==> src/rtl/sfl_pkg.sv <==
// Shared types and constants for the sorted table floor lookup block.
// No dependencies; the other files that use this package refer to it by scoped names.
package sfl_pkg;

	localparam int LEN_W = 11;
	localparam int IDX_IN_W = 10;
	localparam int KEY_W = 64;
	localparam int VAL_W = 31;

	localparam logic OP_WRITE = 1'b0;
	localparam logic OP_LOOKUP = 1'b1;

	// Commands from the controller to the datapath
	typedef struct packed {
		logic wr;        // store the accepted entry
		logic load;      // start a lookup: capture address, set bounds
		logic rd_en;     // read the slot at the current midpoint
		logic step;      // compare the read key and narrow the bounds
		logic out_load;  // move the lookup answer to the output register
	} sfl_cmd_t;

	typedef struct packed {
		logic search_done;  // lower bound has met the upper bound
	} sfl_status_t;

endpackage

==> src/rtl/sfl_ctrl.sv <==
// Sequencer for the floor lookup: accepts words, runs the probe loop, hands off results.
// Depends on sfl_pkg for the command and status structs and op codes.
module sfl_ctrl (
	input  logic                 clk,
	input  logic                 arst_n,
	input  logic                 req_valid,
	input  logic                 req_op,
	output logic                 req_ready,
	output logic                 rsp_valid,
	input  logic                 rsp_ready,
	output sfl_pkg::sfl_cmd_t    cmd,
	input  sfl_pkg::sfl_status_t status
);
	localparam logic [1:0] ST_IDLE  = 2'd0;
	localparam logic [1:0] ST_PROBE = 2'd1;
	localparam logic [1:0] ST_CMP   = 2'd2;
	localparam logic [1:0] ST_DONE  = 2'd3;

	logic [1:0] state_q;
	logic [1:0] state_d;
	logic       rsp_valid_q;
	logic       req_fire;
	logic       rsp_free;

	assign req_ready = (state_q == ST_IDLE);
	assign req_fire  = req_valid && req_ready;
	assign rsp_valid = rsp_valid_q;
	// output register can take a new word when empty or draining this cycle
	assign rsp_free  = !rsp_valid_q || rsp_ready;

	always_comb begin
		cmd     = '0;
		state_d = state_q;
		case (state_q)
			ST_IDLE: begin
				if (req_fire) begin
					if (req_op == sfl_pkg::OP_LOOKUP) begin
						cmd.load = 1'b1;
						state_d  = ST_PROBE;
					end else begin
						cmd.wr = 1'b1;
					end
				end
			end
			ST_PROBE: begin
				if (status.search_done) begin
					state_d = ST_DONE;
				end else begin
					cmd.rd_en = 1'b1;
					state_d   = ST_CMP;
				end
			end
			ST_CMP: begin
				cmd.step = 1'b1;
				state_d  = ST_PROBE;
			end
			ST_DONE: begin
				if (rsp_free) begin
					cmd.out_load = 1'b1;
					state_d      = ST_IDLE;
				end
			end
			default: begin
				state_d = ST_IDLE;
			end
		endcase
	end

	always_ff @(posedge clk or negedge arst_n) begin
		if (!arst_n) begin
			state_q     <= ST_IDLE;
			rsp_valid_q <= 1'b0;
		end else begin
			state_q <= state_d;
			if (cmd.out_load) begin
				rsp_valid_q <= 1'b1;
			end else if (rsp_ready) begin
				rsp_valid_q <= 1'b0;
			end
		end
	end
endmodule

==> config.mk <==
export PLATFORM = sky130hd
export DESIGN_NAME = sfl_ctrl
export DESIGN_NICKNAME = d
export VERILOG_FILES = /design/src/rtl/sfl_pkg.sv /design/src/rtl/sfl_ctrl.sv
export SDC_FILE = /design/constraint.sdc
export NUM_CORES = 1
export LEC_CHECK = 0
export BUFFER_PORTS_ARGS = -buffer_cell sky130_fd_sc_hd__buf_4
export CELL_PAD_IN_SITES_DETAIL_PLACEMENT = 1
export CELL_PAD_IN_SITES_GLOBAL_PLACEMENT = 1
export CORE_AREA = 8 8 45 47
export DETAILED_ROUTE_END_ITERATION = 12
export DIE_AREA = 0 0 53 55
export PLACE_DENSITY_LB_ADDON = 0.1
export SYNTH_ARGS = -nofsm -noshare
export SYNTH_HDL_FRONTEND = slang
export SYNTH_SLANG_ARGS = --single-unit
==> constraint.sdc <==
create_clock -name clk -period 1.7 [get_ports clk]
set_clock_uncertainty 0.2 [all_clocks]
set_input_delay 0.34 -clock clk [delete_from_list [all_inputs] [get_ports clk]]
set_output_delay 0.34 -clock clk [all_outputs]
set_load 0.05 [all_outputs]
==> results by group, run 1 <==
Outcome
  • Run status: complete, no violations

Global routing
  • Met2 usage: 0.07813
  • Initial antenna violation count: 0
  • Met1 Resource Use GR: 0.04110
  • First-pass GRT wire length: 1.014 mm
  • Global-route track usage on met3: 0.02674
  • Vias in the first global route: 233
  • Global route hottest layer: met2
  • Total grt overflow: 0
  • All-Layer GR Usage: 0.05030
  • Pin count of the biggest net entering global routing: 9

Final layout
  • Filler cells: 166
  • Net count, final: 42
  • Final Non-Filler Cells: 51
  • Diode count: 0
  • Final Instance Area: 377.9 um2
  • Share of layout cells above drive strength 1: 0.6857
  • Synth-to-Final Area Change: 114.2%
  • Utilization after layout: 0.2731

STA
  • Final Hold Vio Count: 0
  • Final setup fails: 0
  • Tmin final: 1.694 ns
  • RSZ-0062 raised after global routing: true
  • Total negative slack: 0 ns
  • Max_slew headroom: 0.8578
  • Fmax: 590.4 MHz
  • Worst Tran Pin Value: 0.2114 ns
  • Final Slew Violations: 0
  • Crit share post-route: 0.9964

Pwr
  • Worst VDD drop: 0.0006407 V
  • Pwr Total: 0.8108 mW
  • P per Cell Area: 2146 mW/mm2
  • LEAKAGE: 0.1719 nW

Synth
  • Top cell type's share of synthesized area: 0.4255
  • Area leader, netlist: dfrtp_1
  • Synth Register Bits: 3
  • YS warnings: 0
  • Synth cell types: 13
  • Top post-synthesis cells by area: dfrtp_1 43%, nor4b_2 8.5%, nor2b_1 7.1%
  • Mean Syn Cell Area: 10.38 um2
  • Post-Syn Area: 176.4 um2
  • Syn Inst Count: 17
  • Net Count, Synth: 23
  • Sequential area share after synthesis: 0.4255
  • Post-synth EDFFs: 0
  • Ys flop type: dfrtp_1
  • Most frequent cells after synthesis: 3 x dfrtp_1, 2 x nand2_1, 2 x nor2b_1
  • Async SR Flop Fraction: 1.000
  • Count leader, synth: dfrtp_1

Critical path
  • WS Path Type: flip-flop to output port
  • Crit path arrival time: 1.15 ns
  • Crit start category: flip-flop
  • Worst setup EP type: output port
  • Critical Path Fanout Max: 6
  • Critical Path RT: 1.16 ns

Die
  • Io pins: 13
  • # rows: 14
  • Die area: 0.002915 mm2
  • Core Area: 0.001384 mm2
  • Initial Util: 0.1275
  • Die width: 53 um
  • Die height: 55 um

Routing
  • Initial DRC Count: 0
  • Vias/cell: 4.039
  • # DRC: 0
  • Via Count: 206
  • Final wirelength: 611 um
  • Detailed Routing Iterations Pass 1: 1
  • Post-DRT Antenna Nets: 0
  • Post-DR wirelength/cell: 11.98 um

Clock tree
  • Clock root buffer: clkbuf_4
  • Max Buffers Root-to-Sink: 2
  • Worst-path clk slew: 0.04 ns
  • CTS H-tree lvls: 1
  • CTS buffer count: 3
  • Clock insertion delay at the later pin of the skew report: 0.23 ns
  • CTS Sinks: 3
  • CTS tree: built

Place
  • Post-DP HPWL: 450.3 um
  • Routability cong.: 0.6497
  • Placement Cell Area: 300.3 um2
  • Port-buffer cells: 12
  • # placed instances: 44

Hold path
  • Type of the worst min-delay path: input port to flip-flop

Flow run
  • Max-Cap Viols: 0
## logic make-up (layout without fill, tap and decap cells)
logic type / after synthesis / in the layout / share of synthesized area
buf+inv: 1 / 19 / 0.06383
simple gates: 10 / 10 / 0.3902
compound gates: 3 / 3 / 0.1206
flops: 3 / 3 / 0.4255
## layout by cell type (no fill, tap or decap), drive strengths merged, types with 2 or more instances in the layout
cell type / count
nand2: 2
nor2b: 2
buf: 14
dfrtp: 3
clkbuf: 4
## worst paths after layout
check	endpoint	start	slack [ns]	cells after the start
hold reg to reg	rsp_valid$_DFFE_PN0P_	rsp_valid$_DFFE_PN0P_	0.36	2
hold / removal	state_q[0]$_DFFE_PN0P_	req_valid	0.20	3
max in group asynchronous	state_q[1]$_DFFE_PN0P_	arst_n	0.96	2
setup / recovery	cmd[4]	state_q[0]$_DFFE_PN0P_	0.006	2
min in group asynchronous	state_q[0]$_DFFE_PN0P_	arst_n	0.24	2
setup reg to reg	state_q[0]$_DFFE_PN0P_	state_q[0]$_DFFE_PN0P_	0.50	3
## flip-flops by register name (all words and copies together) (netlist names)
signal,flops
state_q,2
rsp_valid,1
## worst max-delay path, stage by stage (launching register included)
cell and delay, ns:
dfrtp_2 0.45, nor4b_4 0.28, buf_6 0.19
## power breakdown
group,total (mW),switching [mW],leakage [nW],internal (mW)
registers,0.182,0.0714,0.0347,0.111
clock network,0.124,0.0359,0.0150,0.0879
logic,0.505,0.308,0.122,0.197
## cell type report
| class | instances | area [um2] | area share |
|---|---|---|---|
| Sequential cell | 3 | 77.57 | 0.2053 |
| Timing Repair Buffer | 15 | 130.1 | 0.3444 |
| Tap cell | 16 | 20.02 | 0.05298 |
| Multi-Input combinational cell | 13 | 123.9 | 0.3278 |
| Clock buffer | 4 | 26.28 | 0.06954 |
## repair_timing
action | in CTS | in global routing
gates resized for setup | 4 | 5
pin swaps | 1 | 3
hold endpoints to repair | 3 | 0
endpoints found under the setup margin | 5 | 3
setup buffers | 2 | 0
hold buffers | 1 | 0
## through the flow
| stage | hold WS, ns | setup slack [ns] |
|---|---|---|
| floorplan | -0.1556 | -0.2151 |
| global placement | -0.07116 | 0.1426 |
| detailed placement | -0.07008 | 0.1278 |
| CTS | 0.1979 | -0.05049 |
| global route | 0.2131 | -0.07014 |
| finish | 0.1979 | 0.006196 |
## layer usage
metal / share of wire / routed length (um) / up-vias
met5: 0 / 0 / -
li1: - / - / 96
met4: 0 / 0 / 0
met3: 0.11 / 66 / 0
met1: 0.36 / 220 / 103
met2: 0.53 / 325 / 7
Power figures use the tool's default switching activity.
==> run 2, diff against run 1 <==
--- a/config.mk
+++ b/config.mk
@@ -8,9 +8,9 @@
 export BUFFER_PORTS_ARGS = -buffer_cell sky130_fd_sc_hd__buf_4
 export CELL_PAD_IN_SITES_DETAIL_PLACEMENT = 1
 export CELL_PAD_IN_SITES_GLOBAL_PLACEMENT = 1
-export CORE_AREA = 8 8 45 47
+export CORE_AREA = 2 2 39 41
 export DETAILED_ROUTE_END_ITERATION = 12
-export DIE_AREA = 0 0 53 55
+export DIE_AREA = 0 0 41 43
 export PLACE_DENSITY_LB_ADDON = 0.1
 export SYNTH_ARGS = -nofsm -noshare
 export SYNTH_HDL_FRONTEND = slang
==> run 2 against run 1 <==
First-iteration DRC count increased by 2. Critical path type unchanged. Global-route usage grew 4.0 points. Combinational power grew 12%. Sequential share of layout area decreased by 1.1 points.
==> results by group, run 2 (synthesized netlist as in run 1, its figures left out) <==
Routing
  • # DRC: 0
  • Via Count: 216
  • Final wirelength: 575 um
  • Vias/cell: 4.000
  • Detailed Routing Iterations Pass 1: 2
  • Initial DRC Count: 2
  • Post-DRT Antenna Nets: 0
  • Post-DR wirelength/cell: 10.65 um

Clock tree
  • CTS buffer count: 3
  • CTS tree: built
  • Max Buffers Root-to-Sink: 2
  • CTS Sinks: 3
  • Worst-path clk slew: 0.04 ns
  • Clock insertion delay at the later pin of the skew report: 0.24 ns
  • Clock root buffer: clkbuf_4
  • CTS H-tree lvls: 1

Final layout
  • Most common cell after layout, fill and taps aside: buf_4
  • Net count, final: 45
  • Diode count: 0
  • FF/Latch Area: 77.57 um2
  • Max FFs per register: 2
  • Area of the multi-input gates: 118.9 um2
  • Utilization after layout: 0.2884
  • Filler cells: 165
  • Final Non-Filler Cells: 54
  • Share of layout cells above drive strength 1: 0.7368
  • Synth-to-Final Area Change: 126.2%
  • Most frequent cells in the layout: 13 x buf_4, 3 x clkbuf_4, 3 x buf_6
  • Largest register by flop count: state_q

Global routing
  • First-pass GRT wire length: 855 um
  • Vias in the first global route: 210
  • Initial antenna violation count: 0
  • Total grt overflow: 0
  • All-Layer GR Usage: 0.09036
  • Pin count of the biggest net entering global routing: 7

Critical path
  • Reg-to-Reg End: state_q[0]$_DFFE_PN0P_
  • Worst setup EP type: output port
  • Crit start category: flip-flop
  • Crit path arrival time: 1.15 ns
  • Critical Path Fanout Max: 6
  • Reg2reg path depth: 4
  • Flop-to-flop setup slack: 0.45 ns
  • Critical Path RT: 1.16 ns
  • Worst flop-to-flop path startpoint: state_q[0]$_DFFE_PN0P_
  • WS Path Type: flip-flop to output port

STA
  • Worst Tran Pin Value: 0.1971 ns
  • Final setup fails: 0
  • Final Hold Vio Count: 0
  • Final Slew Violations: 0
  • Fmax: 591.3 MHz
  • Max_slew headroom: 0.8680
  • RSZ-0062 raised after global routing: true
  • Tmin final: 1.691 ns
  • Crit share post-route: 0.9947

Hold path
  • Type of the worst min-delay path: input port to flip-flop
  • Hold Crit Endpoint: state_q[0]$_DFFE_PN0P_
  • Hold Startpoint: req_valid
  • Hold path cells: 3

Place
  • Port-buffer cells: 12
  • Post-DP HPWL: 369.7 um
  • Routability cong.: 0.6419
  • # placed instances: 44

Flow run
  • Max-Cap Viols: 0

Die
  • # rows: 14
  • Io pins: 13
  • Initial Util: 0.1275
  • Die width: 41 um
  • Die area: 0.001763 mm2
  • Core Area: 0.001384 mm2
  • Die height: 43 um

Pwr
  • LEAKAGE: 0.1896 nW
  • Worst VDD drop: 0.0007045 V
  • P per Cell Area: 2177 mW/mm2

Outcome
  • Run status: complete, no violations
[run 2: critical path, stage by stage, from the launching register on]
cell and delay (ns):
dfrtp_2 0.45, nor2_2 0.14, and3_4 0.19, buf_8 0.14
[run 2: worst max path at each step]
stage	start	to	slack, ns
6_report	state_q[0]$_DFFE_PN0P_	cmd[3]	0.009
4_1_cts	state_q[0]$_DFFE_PN0P_	cmd[3]	-0.003
3_3_place_gp	state_q[0]$_DFFE_PN0P_	cmd[0]	0.13
5_1_grt	state_q[0]$_DFFE_PN0P_	cmd[3]	-0.04
2_1_floorplan	state_q[1]$_DFFE_PN0P_	cmd[3]	-0.22
3_5_place_dp	state_q[0]$_DFFE_PN0P_	cmd[0]	0.13
[run 2: layout make-up]
class | count | area share
Timing Repair Buffer | 18 | 0.3918
Tap cell | 16 | 0.05016
Sequential cell | 3 | 0.1944
Multi-Input combinational cell | 13 | 0.2978
Clock buffer | 4 | 0.06583
[run 2: layer usage]
| layer | part of all wire | wire (um) | GRT usage |
|---|---|---|---|
| met2 | 0.52 | 300 | 0.1000 |
| met3 | 0.047 | 27 | 0.03141 |
| met4 | 0.089 | 51 | 0.1800 |
| met1 | 0.34 | 195 | 0.08039 |
| met5 | 0 | 0 | 0 |
[run 2: what timing repair did]
action | 4_1_cts | 5_1_grt
buffers inserted | 5 | 0
setup endpoints to repair | 5 | 4
pin swaps | 3 | 0
endpoints found under the hold margin | 3 | 0
hold buffers | 1 | 0
gates resized for setup | 6 | 2
[run 2: stage by stage]
step / power [mW] / setup WS (ns) / hold WS (ns) / setup TNS (ns) / instance area [um2]
6_report: 0.8689 / 0.008934 / 0.1991 / 0 / 399.1
5_1_grt: 0.9101 / -0.03763 / 0.2089 / -0.08167 / 399.1
2_1_floorplan: 0.5099 / -0.2151 / -0.1556 / -0.2170 / 201.4
4_1_cts: 0.8564 / -0.003466 / 0.1948 / -0.006557 / 391.6
3_3_place_gp: 0.6138 / 0.1336 / -0.07148 / 0 / 300.3
3_5_place_dp: 0.6148 / 0.1319 / -0.07063 / 0 / 300.3
[run 2: report_power, final]
group	leakage, nW	internal, mW	switching [mW]
Clock	0.0150	0.0882	0.0403
Combinational	0.140	0.249	0.318
Sequential	0.0347	0.111	0.0626
==> run 3, diff against run 2 <==
--- a/config.mk
+++ b/config.mk
@@ -5,6 +5,7 @@
 export SDC_FILE = /design/constraint.sdc
 export NUM_CORES = 1
 export LEC_CHECK = 0
+export ABC_AREA = 1
 export BUFFER_PORTS_ARGS = -buffer_cell sky130_fd_sc_hd__buf_4
 export CELL_PAD_IN_SITES_DETAIL_PLACEMENT = 1
 export CELL_PAD_IN_SITES_GLOBAL_PLACEMENT = 1
==> run 3 against run 2 <==
Sequential share of layout area increased by 0.83 points. Final cell count increased by 13%. Die area unchanged. Critical path depth increased by 1. Synthesized area increased by 6.4%. Worst setup slack improved by 0.023 ns. Combinational power decreased by 5.3%. Global-route usage decreased by 1.5 points. Non-clock buffer count decreased by 2. Critical path type unchanged.
==> results by group, run 3 <==
Synth
  • Mux cell area share after synthesis: 0
  • Top post-synthesis cells by area: dfrtp_1 40%, nand2_1 14%, inv_1 10%
  • Synth Register Bits: 3
  • Synth cell types: 11
  • Sequential area share after synthesis: 0.4000
  • Area leader, netlist: dfrtp_1
  • Synth Area in Compound Gates: 0.05333
  • Mean Syn Cell Area: 7.218 um2
  • Most frequent cells after synthesis: 7 x nand2_1, 5 x inv_1, 4 x nor2_1, 3 x dfrtp_1
  • Adder-Cell Fraction of Synth Area: 0
  • XOR/XNOR share of the synthesized area: 0
  • Post-Syn Area: 187.7 um2
  • Async SR Flop Fraction: 1.000
  • Simple-gate share of the synthesized area: 0.3867
  • Net Count, Synth: 32
  • Top cell type's share of synthesized area: 0.4000
  • Syn Inst Count: 26
  • Post-synth EDFFs: 0
  • Count leader, synth: nand2_1
  • Largest family of logic cells by synthesized area: simple AND/OR/NAND/NOR gates
  • YS warnings: 0
  • Ys flop type: dfrtp_1

STA
  • Final Slew Violations: 0
  • Max_slew headroom: 0.8476
  • Crit share post-route: 0.9813
  • Worst Tran Pin Value: 0.2278 ns
  • Final Hold Vio Count: 0
  • Fmax: 599.4 MHz
  • Total negative slack: 0 ns
  • Final setup margin: 0.03178 ns
  • Tmin final: 1.668 ns
  • Final setup fails: 0
  • RSZ-0062 raised after global routing: true

Critical path
  • Crit start category: flip-flop
  • CP dominant cell by count: nor2_4
  • Flop-to-flop setup slack: 0.62 ns
  • Reg-to-Reg End: state_q[1]$_DFFE_PN0P_
  • Crit-path cells: nor2_4, nand2_2, nor2_4, buf_6
  • Crit path arrival time: 1.13 ns
  • WS Path Type: flip-flop to output port
  • Critical Path RT: 1.16 ns
  • Worst setup EP type: output port
  • CP top delay family: flip-flops
  • Worst flop-to-flop path startpoint: rsp_valid$_DFFE_PN0P_
  • Critical Path Fanout Max: 6
  • Reg2reg path depth: 4
  • Slowest stage cell, crit path: dfrtp_2
  • Buffers & Inverters on Critical Path: 1
  • Largest stage delay, worst path: 0.45 ns

Die
  • Die height: 43 um
  • Die area: 0.001763 mm2
  • Core Area: 0.001384 mm2
  • # rows: 14
  • Io pins: 13
  • Initial Util: 0.1356
  • Die width: 41 um

Hold path
  • Type of the worst min-delay path: input port to flip-flop
  • Hold path cells: 4
  • Hold Crit Endpoint: state_q[0]$_DFFE_PN0P_
  • Hold Startpoint: rsp_ready

Outcome
  • Run status: complete, no violations

Clock tree
  • Clock insertion delay at the later pin of the skew report: 0.24 ns
  • CTS H-tree lvls: 1
  • CTS tree: built
  • CTS buffer count: 3
  • Max Buffers Root-to-Sink: 2
  • Clock root buffer: clkbuf_4
  • Worst-path clk slew: 0.04 ns
  • CTS Sinks: 3

Global routing
  • Total grt overflow: 0
  • All-Layer GR Usage: 0.07530
  • Pin count of the biggest net entering global routing: 9
  • Vias in the first global route: 231
  • Initial antenna violation count: 0
  • First-pass GRT wire length: 869 um

Final layout
  • Max FFs per register: 2
  • Filler cells: 175
  • FF/Latch Area: 77.57 um2
  • Net count, final: 52
  • Share of layout cells above drive strength 1: 0.6000
  • Synth-to-Final Area Change: 104.0%
  • Largest register by flop count: state_q
  • Diode count: 0
  • Area of the multi-input gates: 102.6 um2
  • Most common cell after layout, fill and taps aside: buf_4
  • Most frequent cells in the layout: 11 x buf_4, 6 x nand2_1, 5 x inv_1

Place
  • Routability cong.: 0.6339
  • Port-buffer cells: 12
  • Place WS: 0.1764 ns
  • Post-DP HPWL: 376.3 um

Routing
  • Via Count: 227
  • Post-DR wirelength/cell: 8.639 um
  • Final wirelength: 527 um
  • Detailed Routing Iterations Pass 1: 1
  • # DRC: 0
  • Post-DRT Antenna Nets: 0
  • Vias/cell: 3.721
  • Initial DRC Count: 0

Flow run
  • Max-Cap Viols: 0

Pwr
  • P per Cell Area: 2196 mW/mm2
  • LEAKAGE: 0.1923 nW
  • Worst VDD drop: 0.0009089 V
## run 3: cell types whose count changed after synthesis, sizes merged, moves of 2 or more
| cell | change |
|---|---|
| nor3 | +2 |
| inv | +5 |
| nand2 | +5 |
| nor2b | -2 |
| nor2 | +4 |
## run 3: cell families after synthesis
kind of cell / after synthesis
AO/OA/AOI/OAI: 2
AND/OR/NAND/NOR: 15
buffers and inverters: 6
flip-flops: 3
## run 3: power breakdown
| group | leakage (nW) | internal (mW) | switching, mW | total, mW |
|---|---|---|---|---|
| registers | 0.0344 | 0.112 | 0.0636 | 0.175 |
| logic | 0.143 | 0.203 | 0.334 | 0.537 |
| clock network | 0.0150 | 0.0882 | 0.0403 | 0.128 |
## run 3: what timing repair did
item / 4_1_cts / 5_1_grt
pin swaps: 3 / 2
gates cloned: 0 / 0
resized for setup: 2 / 4
setup buffers: 2 / 1
hold buffers: 1 / 0
endpoints found under the hold margin: 3 / 0
setup endpoints to repair: 3 / 6
## run 3: area by class of cell
type,count,share of cell area
Tap cell,16,0.05229
Multi-Input combinational cell,17,0.2680
Sequential cell,3,0.2026
Timing Repair Buffer,16,0.3595
Clock buffer,4,0.06863
Inverter,5,0.04902
## run 3: stage by stage
| stage | hold slack [ns] | power (mW) | area [um2] | instances | utilization |
|---|---|---|---|---|---|
| 3_5_place_dp | -0.06942 | 0.6300 | 305.3 | 53 | 0.2206 |
| 3_3_place_gp | -0.06810 | 0.6325 | 305.3 | 53 | 0.2206 |
| 6_report | 0.1989 | 0.8406 | 382.9 | 61 | 0.2767 |
| 2_1_floorplan | -0.1556 | 0.5203 | 206.4 | 26 | - |
| 5_1_grt | 0.2235 | 0.9039 | 382.9 | 61 | 0.2767 |
| 4_1_cts | 0.1988 | 0.8071 | 361.6 | 60 | 0.2613 |
## run 3: worst max path at each step
stage | from | to | slack [ns] | depth (start not counted)
after floorplan | state_q[1]$_DFFE_PN0P_ | cmd[4] | -0.02 | 4
after global placement | state_q[1]$_DFFE_PN0P_ | cmd[4] | 0.18 | 4
after detailed placement | state_q[1]$_DFFE_PN0P_ | cmd[4] | 0.18 | 4
after CTS | state_q[1]$_DFFE_PN0P_ | cmd[4] | -0.01 | 4
after global routing | state_q[0]$_DFFE_PN0P_ | cmd[4] | -0.04 | 4
final | state_q[0]$_DFFE_PN0P_ | cmd[4] | 0.03 | 4
## run 3: layer usage
metal  GRT usage  share of wire  routed length, um
met1     0.08360           0.39                206
met5           0              0                  0
met2      0.1063           0.54                282
met3     0.04712          0.072                 38
met4     0.04000              0                  0
## run 3: tightest hold or removal path: cells and delay by family
| kind | cells | cell delay [ns] |
|---|---|---|
| buffers and inverters | 1 | 0.07 |
| AND/OR/NAND/NOR | 3 | 0.18 |
